### src/hw/rtl/fst_pkg.sv
// Shared types and constants for the frame sequence timer.
// Depends on nothing; imported by frame_sequence_timer and its testbench.
package fst_pkg;

    localparam int TIME_W    = 20;
    localparam int LEFT_W    = 16;
    localparam int IDXOUT_W  = 4;
    localparam int DIV_STEPS = TIME_W + 1;
    localparam int DIV_CNT_W = $clog2(DIV_STEPS);

    localparam logic [TIME_W-1:0] TIME_MAX = {TIME_W{1'b1}};
    localparam logic [LEFT_W-1:0] LEFT_MAX = {LEFT_W{1'b1}};

    typedef enum logic [1:0] {
        OP_APPEND  = 2'd0,
        OP_ADD     = 2'd1,
        OP_SET     = 2'd2,
        OP_RESTART = 2'd3
    } t_op;

    typedef enum logic [5:0] {
        ST_IDLE = 6'b000001,
        ST_EXEC = 6'b000010,
        ST_DIV  = 6'b000100,
        ST_LOOK = 6'b001000,
        ST_WALK = 6'b010000,
        ST_DONE = 6'b100000
    } t_state;

endpackage

### src/hw/rtl/frame_sequence_timer.sv
// Frame sequence timer: frame duration table, position keeping and frame lookup.
// Depends on fst_pkg (types, op codes, time constants).
//
// channel  direction  handshake                         payload
// s_axis   in         i_s_axis_tvalid/o_s_axis_tready   tuser: op; tdata: amount
// m_axis   out        o_m_axis_tvalid/i_m_axis_tready   tdata: index, left, time, flags
// cfg      in         i_cfg_we                          i_cfg_wdata: single_shot
//
// Each item runs exec, an optional divide, look and an optional walk, then done:
// a wrapped time runs a 21-step restoring modulo, the lookup walks the duration
// memory one frame per cycle; both share one adder. o_s_axis_tready is high only
// while idle. A result waits in the output register; a stalled output holds the
// next result in the final state. Reset is synchronous; the duration memory is not
// cleared, only entries below the frame count are ever read.
module frame_sequence_timer #(
    parameter int MAX_FRAMES    = 16,
    parameter int DURATION_BITS = 16
) (
    input  logic        i_clk,
    input  logic        i_rst_n,
    input  logic        i_cfg_we,
    input  logic        i_cfg_wdata,
    input  logic        i_s_axis_tvalid,
    output logic        o_s_axis_tready,
    input  logic [23:0] i_s_axis_tdata,   // amount[19:0], zero pad
    input  logic [1:0]  i_s_axis_tuser,   // op[1:0]
    output logic        o_m_axis_tvalid,
    input  logic        i_m_axis_tready,
    output logic [47:0] o_m_axis_tdata    // frame_index[3:0], frame_left[19:4],
                                          // current_time[39:20], finished[40],
                                          // has_frames[41], rejected[42], zero pad
);
    import fst_pkg::*;

    localparam int DW    = DURATION_BITS;
    localparam int AW    = (DW > TIME_W) ? DW : TIME_W;
    localparam int IDX_W = (MAX_FRAMES > 1) ? $clog2(MAX_FRAMES) : 1;
    // room for the sum of every stored duration plus a sign bit
    localparam int SW    = AW + IDX_W + 2;
    localparam int CNT_W = $clog2(MAX_FRAMES + 1);
    localparam logic [DW-1:0] DMAX = {DW{1'b1}};

    t_state              r_state, n_state;
    logic                r_single_shot;
    logic [DW-1:0]       r_mem [MAX_FRAMES];
    logic [DW-1:0]       r_rd_data;
    logic [IDX_W-1:0]    rd_addr;
    logic [CNT_W-1:0]    r_count, n_count;
    logic [TIME_W-1:0]   r_total, n_total;
    logic [TIME_W-1:0]   r_pos, n_pos;
    logic                r_done, n_done;
    logic [1:0]          r_op;
    logic [TIME_W-1:0]   r_amount;
    logic [TIME_W:0]     r_dividend, n_dividend;
    logic [SW-1:0]       r_acc, n_acc;
    logic [DIV_CNT_W-1:0] r_bit, n_bit;
    logic [IDX_W-1:0]    r_idx, n_idx;
    logic [IDX_W-1:0]    r_res_idx, n_res_idx;
    logic [LEFT_W-1:0]   r_res_left, n_res_left;
    logic                r_rejected, n_rejected;
    logic                r_ovalid;
    logic [47:0]         r_odata;

    // shared adder
    logic [SW-1:0]       op_a, op_b, alu_sum;
    logic                op_cin;

    logic [AW-1:0]       amt_w;
    logic [DW-1:0]       dur_sat;
    logic                mem_we;
    logic [TIME_W:0]     div_p2;
    logic [TIME_W:0]     t_new;
    logic [IDX_W-1:0]    idx_inc;
    logic [IDX_W-1:0]    last_idx;
    logic                out_free;

    assign alu_sum  = op_a + op_b + SW'(op_cin);
    assign amt_w    = AW'(r_amount);
    assign dur_sat  = (amt_w > AW'(DMAX)) ? DMAX : DW'(amt_w);
    assign div_p2   = {r_acc[TIME_W-1:0], r_dividend[TIME_W]};
    assign t_new    = alu_sum[TIME_W:0];
    assign idx_inc  = r_idx + IDX_W'(1);
    assign last_idx = IDX_W'(r_count - CNT_W'(1));
    assign out_free = !r_ovalid || i_m_axis_tready;
    assign rd_addr  = (r_state == ST_WALK) ? idx_inc : '0;
    assign mem_we   = (r_state == ST_EXEC) && (t_op'(r_op) == OP_APPEND)
                      && (r_count < CNT_W'(MAX_FRAMES));

    assign o_s_axis_tready = (r_state == ST_IDLE);
    assign o_m_axis_tvalid = r_ovalid;
    assign o_m_axis_tdata  = r_odata;

    always_comb begin
        op_a = '0;
        op_b = '0;
        op_cin = 1'b0;
        unique case (r_state)
            ST_EXEC: begin
                if (t_op'(r_op) == OP_APPEND) begin
                    op_a = SW'(r_total);
                    op_b = SW'(dur_sat);
                end else begin
                    op_a = (t_op'(r_op) == OP_ADD) ? SW'(r_pos) : '0;
                    op_b = SW'(r_amount);
                end
            end
            ST_DIV: begin
                op_a = SW'(div_p2);
                op_b = ~SW'(r_total);
                op_cin = 1'b1;
            end
            ST_LOOK: begin
                // start from minus the lookup time
                op_b = (r_pos == r_total) ? ~SW'(0) : ~SW'(r_pos);
                op_cin = 1'b1;
            end
            ST_WALK: begin
                op_a = r_acc;
                op_b = SW'(r_rd_data);
            end
            default: begin
            end
        endcase
    end

    always_comb begin
        n_state    = r_state;
        n_count    = r_count;
        n_total    = r_total;
        n_pos      = r_pos;
        n_done     = r_done;
        n_dividend = r_dividend;
        n_acc      = r_acc;
        n_bit      = r_bit;
        n_idx      = r_idx;
        n_res_idx  = r_res_idx;
        n_res_left = r_res_left;
        n_rejected = r_rejected;
        unique case (r_state)
            ST_IDLE: begin
                if (i_s_axis_tvalid) begin
                    n_state = ST_EXEC;
                end
            end
            ST_EXEC: begin
                n_state    = ST_LOOK;
                n_rejected = 1'b0;
                unique case (t_op'(r_op))
                    OP_APPEND: begin
                        if (r_count >= CNT_W'(MAX_FRAMES)) begin
                            n_rejected = 1'b1;
                        end else begin
                            n_count = r_count + CNT_W'(1);
                            n_total = (alu_sum > SW'(TIME_MAX)) ? TIME_MAX
                                                                : alu_sum[TIME_W-1:0];
                            n_done  = 1'b0;
                        end
                    end
                    OP_ADD, OP_SET: begin
                        if (t_new > {1'b0, r_total}) begin
                            if (r_single_shot) begin
                                n_done = 1'b1;
                                n_pos  = r_total;
                            end else if (r_total == '0) begin
                                n_pos = '0;
                            end else begin
                                n_dividend = t_new;
                                n_acc      = '0;
                                n_bit      = '0;
                                n_state    = ST_DIV;
                            end
                        end else begin
                            n_pos = t_new[TIME_W-1:0];
                        end
                    end
                    OP_RESTART: begin
                        if (r_count != '0) begin
                            n_done = 1'b0;
                            n_pos  = '0;
                        end
                    end
                    default: begin
                    end
                endcase
            end
            ST_DIV: begin
                // restoring step: keep the difference when it did not borrow
                n_acc      = alu_sum[SW-1] ? SW'(div_p2) : alu_sum;
                n_dividend = {r_dividend[TIME_W-1:0], 1'b0};
                n_bit      = r_bit + DIV_CNT_W'(1);
                if (r_bit == DIV_CNT_W'(DIV_STEPS - 1)) begin
                    n_pos   = alu_sum[SW-1] ? div_p2[TIME_W-1:0] : alu_sum[TIME_W-1:0];
                    n_state = ST_LOOK;
                end
            end
            ST_LOOK: begin
                n_idx = '0;
                if (r_count == '0) begin
                    n_res_idx  = '0;
                    n_res_left = '0;
                    n_state    = ST_DONE;
                end else if (r_pos == r_total && (r_single_shot || r_total == '0)) begin
                    n_res_idx  = last_idx;
                    n_res_left = '0;
                    n_state    = ST_DONE;
                end else begin
                    n_acc   = alu_sum;
                    n_state = ST_WALK;
                end
            end
            ST_WALK: begin
                // acc holds cumulative duration minus time; first positive wins
                n_acc = alu_sum;
                n_idx = idx_inc;
                if (!alu_sum[SW-1] && alu_sum != '0) begin
                    n_res_idx  = r_idx;
                    n_res_left = (alu_sum > SW'(LEFT_MAX)) ? LEFT_MAX
                                                            : alu_sum[LEFT_W-1:0];
                    n_state    = ST_DONE;
                end else if (CNT_W'(r_idx) + CNT_W'(1) == r_count) begin
                    n_res_idx  = last_idx;
                    n_res_left = '0;
                    n_state    = ST_DONE;
                end
            end
            ST_DONE: begin
                if (out_free) begin
                    n_state = ST_IDLE;
                end
            end
            default: begin
                n_state = ST_IDLE;
            end
        endcase
    end

    always_ff @(posedge i_clk) begin
        if (!i_rst_n) begin
            r_state       <= ST_IDLE;
            r_single_shot <= 1'b0;
            r_count       <= '0;
            r_total       <= '0;
            r_pos         <= '0;
            r_done        <= 1'b1;
            r_ovalid      <= 1'b0;
        end else begin
            r_state <= n_state;
            r_count <= n_count;
            r_total <= n_total;
            r_pos   <= n_pos;
            r_done  <= n_done;
            if (i_cfg_we) begin
                r_single_shot <= i_cfg_wdata;
            end
            if (r_state == ST_DONE && out_free) begin
                r_ovalid <= 1'b1;
            end else if (i_m_axis_tready) begin
                r_ovalid <= 1'b0;
            end
        end
    end

    always_ff @(posedge i_clk) begin
        r_dividend <= n_dividend;
        r_acc      <= n_acc;
        r_bit      <= n_bit;
        r_idx      <= n_idx;
        r_res_idx  <= n_res_idx;
        r_res_left <= n_res_left;
        r_rejected <= n_rejected;
        if (r_state == ST_IDLE && i_s_axis_tvalid) begin
            r_op     <= i_s_axis_tuser;
            r_amount <= i_s_axis_tdata[TIME_W-1:0];
        end
        if (r_state == ST_DONE && out_free) begin
            r_odata <= {5'b0, r_rejected, (r_count != '0), r_done, r_pos,
                        r_res_left, IDXOUT_W'(r_res_idx)};
        end
    end

    // duration memory: one write port, one registered read port
    always_ff @(posedge i_clk) begin
        if (mem_we) begin
            r_mem[r_count[IDX_W-1:0]] <= dur_sat;
        end
        r_rd_data <= r_mem[rd_addr];
    end

endmodule

### config.mk
export PLATFORM = sky130hd
export DESIGN_NAME = frame_sequence_timer
export DESIGN_NICKNAME = d
export VERILOG_FILES = /design/src/hw/rtl/fst_pkg.sv /design/src/hw/rtl/frame_sequence_timer.sv
export SDC_FILE = /design/constraint.sdc
export NUM_CORES = 1
export LEC_CHECK = 0
export ABC_AREA = 1
export BUFFER_PORTS_ARGS = -buffer_cell sky130_fd_sc_hd__buf_2
export CORE_MARGIN = 4
export CORE_UTILIZATION = 25
export DETAILED_ROUTE_END_ITERATION = 16
export PLACE_DENSITY = 0.43
export SYNTH_ARGS = -nofsm -noshare
export SYNTH_HDL_FRONTEND = slang
export SYNTH_SLANG_ARGS = --single-unit
### constraint.sdc
create_clock -name i_clk -period 8.09 [get_ports i_clk]
set_clock_uncertainty 0.05 [all_clocks]
set_input_delay 0.4045 -clock i_clk [delete_from_list [all_inputs] [get_ports i_clk]]
set_output_delay 0.4045 -clock i_clk [all_outputs]
set_load 0.02 [all_outputs]
# ---- Word-level counts from Yosys, hierarchy flattened
# Memories as Yosys holds them, arrays and structs flattened. A register that Yosys moved wholly into a read port is not among the register bits.
# Cells that the tools add are included.
dict set report classes {
  n_mux 70
  magnitude_cmp 6
  addsub 7
  bitwise 3
  n_eq_ne 30
  reduce_logical 28
}
# op n
set ops {}
lappend ops {{case mux 26 bit (4 select lines)} 2}
lappend ops {{two-way mux 20 bit} 10}
lappend ops {{two-way mux 26 bit} 7}
lappend ops {{two-way mux 16 bit} 6}
lappend ops {{two-way mux 21 bit} 4}
lappend ops {{case mux 20 bit (2 select lines)} 2}
lappend ops {{case mux 26 bit (3 select lines)} 1}
lappend ops {{inverter 20 -> 26 bit} 2}
lappend ops {{two-way mux 6 bit} 7}
lappend ops {{case mux 21 bit (2 select lines)} 1}
lappend ops {{two-way mux 4 bit} 9}
lappend ops {{case mux 6 bit (6 select lines)} 1}
lappend ops {{case mux 16 bit (2 select lines)} 1}
lappend ops {{adder 26 x 1 -> 26 bit} 1}
lappend ops {{adder 26 bit} 1}
lappend ops {{greater-than comparator 26 x 16 -> 1 bit, second input constant} 1}
lappend ops {{greater-than comparator 26 x 20 -> 1 bit, second input constant} 1}
lappend ops {{nonzero test 26 bit} 1}
lappend ops {{two-way mux 25 bit} 1}
lappend ops {{inequality test 2 bit, second input constant} 11}
lappend ops {{greater-than comparator 21 x 20 -> 1 bit} 1}
lappend ops {{== test 20 bit} 1}
lappend ops {{greater-than comparator 20 x 16 -> 1 bit, second input constant} 1}
lappend ops {{logical NOT 20 bit} 1}
lappend ops {{39 further kinds} 70}
dict set report totals {
  in_bits 32
  reg_bits 196
  ram_bits 256
  elab_cells 162
  n_memories 1
}
# name depth width read_ports rd_clocked_by_memory_dff write_ports line_no
set memory_table {}
lappend memory_table {r_mem 16 16 1 1 1 frame_sequence_timer.sv:45} ;# logic [DW-1:0] r_mem [MAX_FRAMES];

# ---- Logic depth before layout (Yosys ltp)
# Gate-level depths: netlist of run 1.
dict set report logic_depth {
  depth_word 11
  ltp_mapped 37
  mapped_depth_nobuf 36
}

# ---- Worst setup path after synthesis of run 1
# No wires, ideal clock.
dict set report synth_timing {
  path_type {register -> register}
  startpoint {register r_state[2]}
  endpoint {register r_acc[0] (enable)}
  synth_period_minus_slack_ps 5974
  n_path_buf 1
  t_arrival_ps 5507
  setup_ps 418
  stages_incl_launch_ff 33
  setup_slack_ps 2116
  path_cell_list {dfxtp_1 -> nor2_1 -> inv_1 -> nor4_2 -> inv_2 -> nor2_1 -> inv_1 -> clkbuf_1 -> o22ai_1 -> a311oi_1 -> fa_1 -> fa_1 -> inv_1 -> nand3_1 -> nand2_4 -> nand2_2 -> nand2_1 -> nand2_1 -> nand2_1 -> inv_1 -> ha_1 -> nand2_1 -> nor3_1 -> o21ai_0 -> nand4_1 -> nand2_1 -> nand2_1 -> nand2_1 -> nand2_1 -> nand2_1 -> nand2_1 -> nand2_1 -> a21oi_1}
}
dict set report synth_between {
  elab_chain_len 7
}
# element line_no
set synth_lines {}
lappend synth_lines {{start: declaration} frame_sequence_timer.sv:43} ;# t_state r_state, n_state;
lappend synth_lines {{start signal: assignment} frame_sequence_timer.sv:247} ;# r_state <= n_state;
lappend synth_lines {{== test 6 x 5 -> 1 bit, or another cell as far along} {frame_sequence_timer.sv:97, frame_sequence_timer.sv:139}}
lappend synth_lines {{case mux 26 bit (4 select lines), or another cell as far along} frame_sequence_timer.sv:97} ;# unique case (r_state)
lappend synth_lines {{adder 26 bit / two-way mux 1 bit (equally long branches)} {frame_sequence_timer.sv:77, frame_sequence_timer.sv:97}}
lappend synth_lines {{adder 26 x 1 -> 26 bit} frame_sequence_timer.sv:77} ;# assign alu_sum = op_a + op_b + SW'(op_cin);
lappend synth_lines {{greater-than comparator 21 x 20 -> 1 bit} frame_sequence_timer.sv:160} ;# if (t_new > {1'b0, r_total}) begin
lappend synth_lines {{inequality test 2 x 1 -> 1 bit (no line)} n/a}
lappend synth_lines {{AND reduction 7 bit (no line) *} n/a}
lappend synth_lines {{end signal: assignment} frame_sequence_timer.sv:265} ;# r_acc <= n_acc;
lappend synth_lines {{end: declaration} frame_sequence_timer.sv:55} ;# logic [SW-1:0] r_acc, n_acc;
# Mark *: on every way between the ends. The rest lies on a longest branch, timed or not.
# A chain may end at the register's enable or synchronous reset.

# ---- Worst setup path after layout of run 1
dict set report layout_timing {
  startpoint {register r_op[0]}
  endpoint {register r_acc[23] (enable)}
}
dict set report layout_between {
  elab_chain_len 9
}
# element line_no
set layout_lines {}
lappend layout_lines {{start: declaration} frame_sequence_timer.sv:52} ;# logic [1:0] r_op;
lappend layout_lines {{start signal: assignment} frame_sequence_timer.sv:272} ;# r_op <= i_s_axis_tuser;
lappend layout_lines {{== test 2 x 1 -> 1 bit} {frame_sequence_timer.sv:103, frame_sequence_timer.sv:148}}
lappend layout_lines {{two-way mux 20 bit} frame_sequence_timer.sv:103} ;# op_a = (t_op'(r_op) == OP_ADD) ? SW'(r_pos) : '0;
lappend layout_lines {{two-way mux 20 bit} frame_sequence_timer.sv:99} ;# if (t_op'(r_op) == OP_APPEND) begin
lappend layout_lines {{case mux 26 bit (3 select lines)} frame_sequence_timer.sv:97}
lappend layout_lines {{adder 26 bit} frame_sequence_timer.sv:77}
lappend layout_lines {{adder 26 x 1 -> 26 bit} frame_sequence_timer.sv:77}
lappend layout_lines {{greater-than comparator 21 x 20 -> 1 bit} frame_sequence_timer.sv:160}
lappend layout_lines {{inequality test 2 x 1 -> 1 bit (no line)} n/a}
lappend layout_lines {{AND reduction 7 bit (no line) *} n/a}
# Marked as above.

==> results, run 1 <==
- The utilization of the core after routing is 29.6%.
- The tree is rooted in a sky130_fd_sc_hd__clkbuf_16.
- From synthesis to final layout, the design area changed by 16.8%.
- The run finished with clean final reports.
- The cell at the slowest stage of the critical path is sky130_fd_sc_hd__nor2_1.
- Setup repair after global routing left no endpoint under its margin.
- Cells with a size suffix above 1 make up 12.9% of the layout.
- Of the available clock period, the critical path in the final layout requires 85.9%.
- The H-tree generated during clock tree synthesis spans 2 levels.
- The flop-to-flop setup slack is 1.14 ns.
- The worst hold path was traced through 3 stages.
- The count of pins on the block boundary is 82.
- The placed instance area is 24,300 um2.
- The internal power component is 0.00435 W.
- In the layout the commonest cells are sky130_fd_sc_hd__nand2_1 (438), sky130_fd_sc_hd__edfxtp_1 (398), sky130_fd_sc_hd__inv_1 (258).
- The startpoint of the most critical hold path is i_s_axis_tvalid.
- The number of antenna diodes in the final layout is 0.
- The sequential share of power is 45.0%.
- The startpoint of the lowest-slack register-to-register path is r_op[0].
- After routing the design area is 26,400 um2.
- Detailed routing inserted a total of 17,500 vias.
- The global-route usage over all layers is 15.9%.
- The post-route DRC violation count is 0.
- For the worst-skew pair, the clock arrives at the later sink with an insertion delay of 0.61 ns.
- At the worst endpoint, the required time is 8.27 ns.
- In this run the worst path has a maximum fanout of 26.
- The longest clock path from root to sink contains 3 buffers.
- Net switching is 27.9% of the power.
- Counting tap cells, the placed design contains a total of 3,446 instances.
- The critical register-to-register path endpoint is r_acc[23].
- STA classifies the critical path endpoint as a flop.
- The worst hold path terminates at r_state[1].
- In the final timing run, aggregate negative setup slack is 0 ns.
- The count of nets left with antenna violations once routing finished came out at 0.
- The combinational share of power is 14.2%.
- In the routed layout, each cell is associated on average with a via count of 4.91.
- Counting both buffers and inverters, the worst setup path holds a total of 6.
- The number of port buffers is 72.
- After synthesis the cells add up to 22,600 um2.
- Averaged over all synthesized cells, the footprint is 9.94 um2.
- Synthesis inferred 468 register bits.
- The number of synthesized flops with an enable pin is 398.
- For this design, the sink count on the clock tree is 468.
- The sequential cell area fraction in the yosys report is 59.1%.
- The via count of the first global-routing pass was 17,200.
- After clock tree synthesis, the clock-pin slew on the worst setup and hold paths is 0.06 ns.
- Measured against its own limit, the worst slew margin works out to 16.3%.
- The hold violation total from the final report is 0.
- The min-delay analysis places its worst path in the category in2reg.
- The number of DRC markers after the initial detailed-route iteration is 1,566.
- The first global-routing pass estimated 114 mm of wire.
- The multiplexer fraction of the synthesized cell area is 0%.
- The type of element launching the critical path is a flop.
- Routability-driven placement finished with a final weighted congestion of 0.906.
- The arrival time reported for the critical path endpoint is 7.12 ns.
- After Yosys synthesis, and, or, nand and nor cells account for 16.7% of the synthesized area.
- The worst-case reg-to-reg path depth is 31.
- The number of antenna violations at the first check in global routing came to 3.
- For the pin with the worst max-slew slack, the measured transition is 1.25 ns.
- The fraction of synthesis flops using an asynchronous set or reset pin is 0%.
- For this run, the leading register cell type out of synthesis is sky130_fd_sc_hd__edfxtp_1.
- By instance count, the cell type seen most on the critical path is sky130_fd_sc_hd__nand2_1.
- The xor and xnor fraction of the mapped netlist area is 0.858%.
- The number of max-slew violations in the final report is 0.
- The total clock buffers created by CTS is 52.
- The analysis attributes to cell leakage a power of 10.2 nW.
- In this run, distinct cell masters in the synthesized netlist total 56.
- After floorplanning, the core was divided into 109 placement rows.
- Setup violations remaining at the end of the flow were counted as 0.
- The die is 309 um tall.
- The type of the setup path with the least slack is reg2reg.
- The total overflow reported by the global router is 0.
- The kind of cell adding the most delay to the critical path is simple AND/OR/NAND/NOR gates.
- The detail-routed net length per standard cell is 21.6 um.
- Counting every instance in the synthesized netlist gives 2,273.
- The layout has 9,234 filler cells.
- Once layout is complete, the cells apart from fillers number 3,568.
- Total power for the finished layout comes to 0.00604 W.
- The number of warning messages in the yosys log is 0.
- For this run, the post-layout net count is 2,447.
- For this configuration, the core starts out at a cell density of 25.4%.
- The number of detailed-route iterations in the first pass is 6.
- Across the VDD grid, the largest voltage drop is 0.000184 V.
- The commonest non-fill, non-tap cell in the layout is sky130_fd_sc_hd__nand2_1.
- The total length of routed wires is 77.0 mm.
- Of the total synthesized cell area, the portion taken by full adders, half adders and majority gates is 3.17%.
- The total die area is 95,300 um2.
- The CTS tree is yes.
- The core box area is 89,100 um2.
- Entering global routing, the biggest net connects 81 pins.
- Per report_power, the clock group accounts for 40.8% of the total.
- The largest stage delay on the critical path is 0.71 ns.
- The highest attainable clock frequency is 144 MHz.
- The max capacitance violation total is 0.
- The HPWL after detailed placement is 49.3 mm.
- The horizontal extent of the die is 309 um.
- For this design the ratio of total power to cell area is 229 nW/um2.
- The clock period could shrink to 6.95 ns.
- By area, the combinational part of the netlist is dominated by simple AND/OR/NAND/NOR gates.
- The post-synthesis compound-gate area fraction is 13.1%.
- For this design the total switching power over the nets is 0.00169 W.
## what timing repair did
action | CTS | global route
hold buffers | 24 | 0
hold endpoints to repair | 23 | 0
buffers inserted | 0 | 0
resized for setup | 0 | 0
## cell usage after synthesis (15+ instances only)
library cell,n,area share [%]
sky130_fd_sc_hd__inv_1,258,4.3
sky130_fd_sc_hd__nand2_2,30,0.83
sky130_fd_sc_hd__nor2_1,231,3.8
sky130_fd_sc_hd__o2111ai_1,18,0.70
sky130_fd_sc_hd__a31oi_1,21,0.58
sky130_fd_sc_hd__o21bai_1,20,0.66
sky130_fd_sc_hd__o21ai_0,127,2.8
sky130_fd_sc_hd__a21oi_1,99,2.2
sky130_fd_sc_hd__edfxtp_1,398,53
sky130_fd_sc_hd__nor3_1,15,0.33
sky130_fd_sc_hd__dfxtp_1,70,6.2
sky130_fd_sc_hd__o221ai_1,73,2.8
sky130_fd_sc_hd__buf_4,16,0.53
sky130_fd_sc_hd__nand2_1,438,7.3
sky130_fd_sc_hd__ha_1,54,3.0
sky130_fd_sc_hd__nand3_1,97,2.1
sky130_fd_sc_hd__clkbuf_1,53,0.88
sky130_fd_sc_hd__nand4_1,25,0.69
sky130_fd_sc_hd__buf_2,34,0.75
sky130_fd_sc_hd__o22ai_1,33,0.91
sky130_fd_sc_hd__inv_2,19,0.32
## area by class of cell
cell class	count	area, um2	area share (%)
multi-input cells	1418	7780	29.5
inverters	277	1040	3.94
clock inverters	30	358	1.36
repair buffers	142	958	3.63
well taps	1165	1460	5.53
flip-flops and latches	468	13400	50.6
clock buffers	68	1430	5.44
## how the worst max path moves through the flow
stage	start	to	slack [ns]	cells after the start
global placement	r_op[0]	r_acc[24]	1.27	31
floorplan	r_state[2]	r_acc[0]	2.12	32
CTS	r_op[0]	r_acc[23]	1.21	31
finish	r_op[0]	r_acc[23]	1.14	31
detailed placement	r_op[0]	r_acc[24]	1.23	31
global route	r_op[0]	r_acc[14]	0.64	31
## metrics by stage
step           setup WS, ns  hold slack, ns
2_1_floorplan          2.12           0.350
3_3_place_gp           1.27           0.358
3_5_place_dp           1.23           0.355
4_1_cts                1.21          0.0500
5_1_grt               0.638          0.0637
6_report               1.14          0.0722
## cells by family (layout without fill, tap and decap cells)
logic type / after synthesis / count (layout)
and+or+nand+nor: 879 / 879
DFF: 468 / 468
AOI/OAI and AO/OA: 458 / 458
adders and majority gates: 56 / 56
buffers and inverters: 391 / 517
other: 1 / 5
xor gates and xnor gates: 20 / 20
## state kept, by name, summed over array words and instances (netlist names)
signal	flops
r_mem	256
o_m_axis_tvalid	1
o_m_axis_tdata	43
r_dividend	21
r_rejected	1
r_count	5
r_state	6
amt_w	20
r_total	20
r_rd_data	16
r_single_shot	1
r_res_idx	4
r_op	2
r_acc	26
r_done	1
r_pos	20
r_idx	4
r_res_left	16
r_bit	5
## tightest hold or removal path: cells and delay by family
kind          cells  cell delay (ns)
buf+inv           2             0.20
simple gates      1             0.06
## per-layer routing
metal	GRT usage, %	vias up	part of all wire, %	routed length (um)
met2	25.2	719	44	34200
met4	5.13	2	3.0	2350
met3	2.54	137	7.0	5370
li1	-	8102	-	-
met1	22.3	8546	46	35100
met5	0	-	0.017	13
## power by group through the flow
stage | Combinational (W) | Sequential [W] | Clock (W)
2_1_floorplan | 0.000528 | 0.00274 | 0
3_3_place_gp | 0.000833 | 0.00277 | 0
3_5_place_dp | 0.000836 | 0.00277 | 0
4_1_cts | 0.000847 | 0.00272 | 0.00253
5_1_grt | 0.000935 | 0.00272 | 0.00264
6_report | 0.000859 | 0.00272 | 0.00246
No activity file was read; power rests on OpenSTA's default activity.
==> run 2: changes to the inputs <==
--- a/config.mk
+++ b/config.mk
@@ -10,6 +10,7 @@
 export CORE_MARGIN = 4
 export CORE_UTILIZATION = 25
+export CTS_CLUSTER_SIZE = 14
 export DETAILED_ROUTE_END_ITERATION = 16
-export PLACE_DENSITY = 0.43
+export PLACE_DENSITY = 0.44
 export SYNTH_ARGS = -nofsm -noshare
 export SYNTH_HDL_FRONTEND = slang
==> constraint.sdc (replaced) <==
create_clock -name i_clk -period 6 [get_ports i_clk]
set_clock_uncertainty 0.05 [all_clocks]
set_input_delay 1.2 -clock i_clk [delete_from_list [all_inputs] [get_ports i_clk]]
set_output_delay 1.2 -clock i_clk [all_outputs]
set_load 0.02 [all_outputs]
==> results, run 2 (synthesis gave the netlist of run 1 again) <==
- The flow ran to the end, and the final reports show no timing, DRC or antenna violations.
- The number of antenna violations at the first check in global routing is 2.
- The leakage power summed over all cells is 10.5 nW.
- The commonest non-fill, non-tap cell in the layout is sky130_fd_sc_hd__nand2_1.
- The hold violation total from the final report came to 0.
- The root buffer cell is sky130_fd_sc_hd__clkbuf_16.
- For this run, the top clock speed supported by timing is 180 MHz.
- The routed design has 76.1 mm of wire.
- The number of buffers inserted by hold repair at cts is 0.
- The via density per instance is 4.87.
- In this run the number of H-tree levels came out at 2.
- The tool flagged a number of max-cap violations equal to 0.
- The layout has 9,223 filler cells.
- Dividing the detail-routed wire length by the instance count gives 21.0 um.
- The share of total power dissipated in combinational logic is 15.5%.
- The detail route stage leaves a number of antenna-violating nets equal to 0.
- The number of DRC markers after the initial detailed-route iteration is 1,668.
- The CTS tree is yes.
- The clock latency reported for the late side of the worst-skew pair is 0.61 ns.
- The total die area is 95,300 um2.
- Across the whole layout, storage elements account for 13,400 um2.
- The number of nets in the layout is 2,507.
- STA puts the critical path data required time at 6.43 ns.
- After detailed routing, the number of remaining DRC violations is 0.
- The clock input transition at the sequential cells of the worst setup and hold paths is 0.07 ns.
- The initialized floorplan defines 109 standard-cell rows.
- Global routing consumed, over all layers together, 15.6% of the routing resources.
- The core region is 89,100 um2.
- From synthesis to final layout, the design area changed by 18.4%.
- The via count of the first global-routing pass is 17,100.
- The number of max-slew violations in the final report is 0.
- Summing over every cut layer, the via total after detailed routing is 17,700.
- The count of pins on the block boundary is 82.
- The total power density per cell area is 302 nW/um2.
- Of the available clock period, the critical path in the final layout requires 92.6%.
- The register with the most flip-flops in the layout has 256 of them.
- The post-CTS repair timing setup buffer count is 0.
- The maximum number of buffers from clock root to sink is 3.
- Summed over all nets, the half-perimeter wirelength after detailed placement is 50.9 mm.
- Entering global routing, the biggest net connects 82 pins.
- The minimum clock period is 5.56 ns.
- The number of port buffers is 72.
- The net switching power is 0.00221 W.
- The global placer's final weighted congestion is 0.906.
- For the pin with the worst max-slew slack, the measured transition is 1.21 ns.
- Among the stages of the critical path, the cell type that occurs most often is sky130_fd_sc_hd__nand2_1.
- The path class of the tightest hold or removal check is reg2reg.
- Setup repair after global routing left no endpoint under its margin.
- The largest stage delay on the critical path is 0.43 ns.
- The final setup violation count is 0.
- The sequential share of power is 45.4%.
- The clock network power share is 39.1%.
- The post-cts gate resize count is 0.
- The worst hold slack after final layout is 0.371 ns.
- The design draws 0.00807 W.
- Of the total power, the share spent switching nets is 27.4%.
- The setup TNS is 0 ns.
- The global-route wire length before repair is 112 mm.
- The worst slew margin relative to its limit is 19.4%.
- The area of the multi-input gates is 7790 um2.
- The type of the setup path with the least slack is reg2reg.
- The maximum VDD drop is 0.000222 V.
- The number of sinks on the clock net is 468.
- At the worst endpoint, the arrival time is 5.99 ns.
- The top cell types in the final layout, fill and taps aside, are sky130_fd_sc_hd__nand2_1 (436), sky130_fd_sc_hd__edfxtp_1 (398), sky130_fd_sc_hd__inv_1 (258).
- The type of element launching the critical path is a flop.
- The share of layout cells above drive strength 1 is 16.3%.
- Global routing finished with a remaining overflow of 0.
- The total clock buffers created by CTS is 50.
- For this configuration, the core starts out at a cell density of 25.4%.
- The slowest stage of the critical path is the sky130_fd_sc_hd__o211ai_1 cell.
- From left edge to right edge, the die measures 309 um.
- The capturing element type of the critical path is a flop.
- In this run the worst path has a maximum fanout of 19.
- The internal portion of the total power is 0.00586 W.
- Before antenna repair, the detailed router went through 5 iterations.
- The die is 309 um tall.
run 2: worst paths after layout:
path,cells after the start,start,endpoint,slack [ns]
worst max register to register,34,r_state[2],r_pos[4],0.44
worst max-delay path,34,r_state[2],r_pos[4],0.44
worst min-delay path,0,r_res_left[10],o_m_axis_tdata[14],0.37
worst min register to register,0,r_res_left[10],o_m_axis_tdata[14],0.37
run 2: final cells by class:
class | count | area share (%)
Antenna cell | 1 | 0.00936
Clock buffer | 69 | 5.02
Clock inverter | 24 | 1.19
Inverter | 277 | 3.89
Multi-Input combinational cell | 1418 | 29.1
Sequential cell | 468 | 50.0
Tap cell | 1165 | 5.45
Timing Repair Buffer | 204 | 5.33
run 2: metal layers:
metal  global-route usage [%]  vias up  share of wire [%]  wire length [um]
met2                     24.7      622                 44             33800
li1                         -     8238                  -                 -
met5                        0        -                  0                 0
met3                     2.01      121                5.9              4520
met4                     4.95        0                3.2              2450
met1                     22.4     8676                 46             35400
run 2: power groups by stage:
stage	clock network [W]	logic (W)	registers, W
2_1_floorplan	0	0.000712	0.00369
3_3_place_gp	0	0.00123	0.00373
3_5_place_dp	0	0.00123	0.00373
4_1_cts	0.00325	0.00123	0.00366
5_1_grt	0.00337	0.00137	0.00366
6_report	0.00316	0.00125	0.00366
run 2: metrics by stage:
stage | instances | instance area, um2 | setup WS (ns) | util, %
floorplan | 2277 | 22600 | 0.0256 | -
global placement | 3532 | 25000 | 0.147 | 28.1
detailed placement | 3532 | 25000 | 0.210 | 28.1
CTS | 3625 | 26700 | 0.131 | 30.0
global route | 3625 | 26700 | 0.0112 | 30.0
finish | 3626 | 26700 | 0.442 | 30.0
run 2: critical path, delay by kind of cell, from the launching register on:
kind | cells | cell delay, ns
AOI/OAI and AO/OA | 3 | 0.67
adders and majority gates | 2 | 0.65
buffers and inverters | 8 | 1.21
DFF | 1 | 0.34
and+or+nand+nor | 21 | 2.52
==> run 3: changes to the inputs <==
- CORE_ASPECT_RATIO: unset -> 0.5
==> results, run 3 (synthesis gave the netlist of run 1 again) <==
- The run finished with clean final reports.
- The routed length on met3 is 3.91 mm.
- The number of nets in the layout is 2,559.
- Overall power consumption after layout is estimated at 0.00794 W.
- The largest individual stage delay along the critical path comes from the cell sky130_fd_sc_hd__fa_2.
- The share of layout cells above drive strength 1 is 17.9%.
- The number of antenna violations at the first check in global routing is 3.
- The register with the most flip-flops in the layout has 256 of them.
- The most repeated library cell on the critical path is sky130_fd_sc_hd__nand2_1.
- The count of buffering cells on the critical path with inverters included is 7.
- The wire-length estimate of the detail-placed layout is 49.7 mm.
- For this run, the number of standard cells in the final layout without fillers is 3,696.
- The type of element launching the critical path is a flop.
- In this run the static leakage power is 10.7 nW.
- Setup violations remaining at the end of the flow were counted as 0.
- The number of filler cells placed in the layout is 9,274.
- The initial cell density of the core is 25.4%.
- The maximum number of buffers from clock root to sink is 3.
- Summed over all nets, wire length on met2 after detailed routing comes to 35.0 mm.
- The number of max-slew violations in the final report came to 0.
- The clock latency reported for the late side of the worst-skew pair is 0.61 ns.
- At the worst endpoint, the required time is 6.27 ns.
- For the pin with the worst max-slew slack, the measured transition is 1.07 ns.
- The global-route usage over all layers is 15.6%.
- Relative to the synthesized area, the layout overhead comes to 20.1%.
- The total overflow reported by the global router is 0.
- On the critical path the largest part of the delay comes from simple AND/OR/NAND/NOR gates.
- The clock input transition at the sequential cells of the worst setup and hold paths is 0.07 ns.
- The total via count in the routed design is 17,500.
- The routed length on met1 is 34.9 mm.
- The number of buffers inserted by hold repair at cts is 0.
- Dividing total power by cell area gives a power density of 293 nW/um2.
- The global-route wire length before repair is 112 mm.
- The hold violation total from the final report is 0.
- The count of pins on the block boundary is 82.
- The max capacitance violation total is 0.
- Counting I/O delays and the setup requirement, the final critical path takes 5.62 ns.
- The total length of routed wires is 75.8 mm.
- The pin count of the biggest net entering global routing is 130.
- In this run the tool buffered the top-level ports with 72 buffer cells.
- In the final layout, the multi-input gates occupy 7790 um2.
- The worst-case IR drop observed on VDD is 0.000190 V.
- Routability-driven placement finished with a final weighted congestion of 0.883.
- After layout, the worst setup slack is 0.380 ns.
- After detailed routing, the number of remaining DRC violations is 0.
- The register area is 13,400 um2.
- The detailed router finished its first iteration with 1,443 violations.
- The CTS tree is yes.
- The highest attainable clock frequency is 178 MHz.
- The final critical-path share of the clock period is 93.7%.
- The detail-routed net length per standard cell is 20.5 um.
- The die covers 95,500 um2.
- The classification of the worst-slack hold path is reg2reg.
- The number of sinks on the clock net is 468.
- The library cell used most frequently in the layout, excluding fill and tap cells, is sky130_fd_sc_hd__nand2_1.
- The top routing layer in use is met4.
- The die height is 221 um.
- The worst slew margin relative to its limit is 28.7%.
- The total clock buffers created by CTS is 49.
- The via density per instance is 4.73.
- Before CTS, the worst setup slack after placement is 0.311 ns.
- The number of detailed-route iterations in the first pass is 5.
- The root buffer cell is sky130_fd_sc_hd__clkbuf_16.
- In this run the core area contains 77 standard-cell rows.
- The critical path is of the reg2reg type.
- The arrival time reported for the critical path endpoint is 5.89 ns.
- In this run, placement finished with an instance count of 3,600.
- The die is 433 um wide.
- The library cells used most frequently in the layout, excluding fill and tap cells, are sky130_fd_sc_hd__nand2_1 (438), sky130_fd_sc_hd__edfxtp_1 (398), sky130_fd_sc_hd__inv_1 (257).
- The capturing element type of the critical path is a flop.
- The level count of the clock H-tree is 2.
- Once detail routing completed, the nets flagged for antenna violations numbered 0.
- The highest fanout seen on the critical path is 6.
- The largest stage delay on the critical path is 0.43 ns.
- The core box area is 88,900 um2.
- The via count of the first global-routing pass is 17,200.
run 3: cell types whose count changed in the layout (fill, tap and decap cells not counted), moves of 4 or more:
cell / before / now
sky130_fd_sc_hd__clkinv_2: 7 / 12
sky130_fd_sc_hd__clkbuf_1: 17 / 11
sky130_fd_sc_hd__buf_4: 126 / 173
sky130_fd_sc_hd__dfxtp_2: 8 / 4
sky130_fd_sc_hd__dfxtp_1: 62 / 66
sky130_fd_sc_hd__bufinv_16: 6 / 2
run 3: worst register-to-register path, delay by kind of cell (launching register included):
family | cells | cell delay, ns
AO/OA/AOI/OAI | 4 | 0.54
adder cells (fa/ha/maj) | 3 | 1.13
buffers and inverters | 7 | 0.96
flip-flops | 1 | 0.38
AND/OR/NAND/NOR | 20 | 2.27
run 3: power breakdown:
group          switching [W]  total, W  leakage (nW)  internal, W
sequential         0.0000618   0.00366          4.31      0.00360
clock                0.00136   0.00300         0.757      0.00163
combinational       0.000836   0.00129          5.68     0.000453
total                0.00226   0.00794          10.7      0.00568
run 3: routing by layer:
layer,vias to the layer above,GRT usage (%)
met1,8557,21.3
met2,482,25.7
li1,8335,-
met4,0,4.42
met3,104,2.34
met5,-,0
run 3: cell type report:
| class | instances | area share (%) |
|---|---|---|
| multi-input combinational | 1418 | 28.7 |
| tap | 1185 | 5.47 |
| clock buffer | 62 | 4.77 |
| timing repair buffer | 257 | 7.01 |
| sequential | 468 | 49.2 |
| inverter | 277 | 3.85 |
| antenna | 1 | 0.00923 |
| clock inverter | 28 | 0.923 |
run 3: worst paths after layout:
kind                                    start                end  slack, ns  cells past startpoint
worst max-delay path              r_total[15]          r_acc[10]       0.38                     34
worst min-delay path            r_res_left[4]  o_m_axis_tdata[8]       0.37                      0
worst max register to register    r_total[15]          r_acc[10]       0.38                     34
worst min register to register  r_res_left[4]  o_m_axis_tdata[8]       0.37                      0
run 3: repair_timing:
| action | in CTS | in global routing |
|---|---|---|
| resized for setup | 0 | 14 |
| hold endpoints to repair | 0 | 0 |
| endpoints found under the setup margin | 0 | 72 |
| buffers inserted | 0 | 2 |
run 3: stage by stage:
stage                     hold WS, ns  util, %  instance area, um2  TNS (ns)
final                           0.365     30.5               27100         0
after floorplan                 0.350        -               22600         0
after global routing            0.372     30.5               27100    -0.334
after global placement          0.355     28.6               25400         0
after CTS                       0.367     30.3               27000         0
after detailed placement        0.355     28.6               25400         0
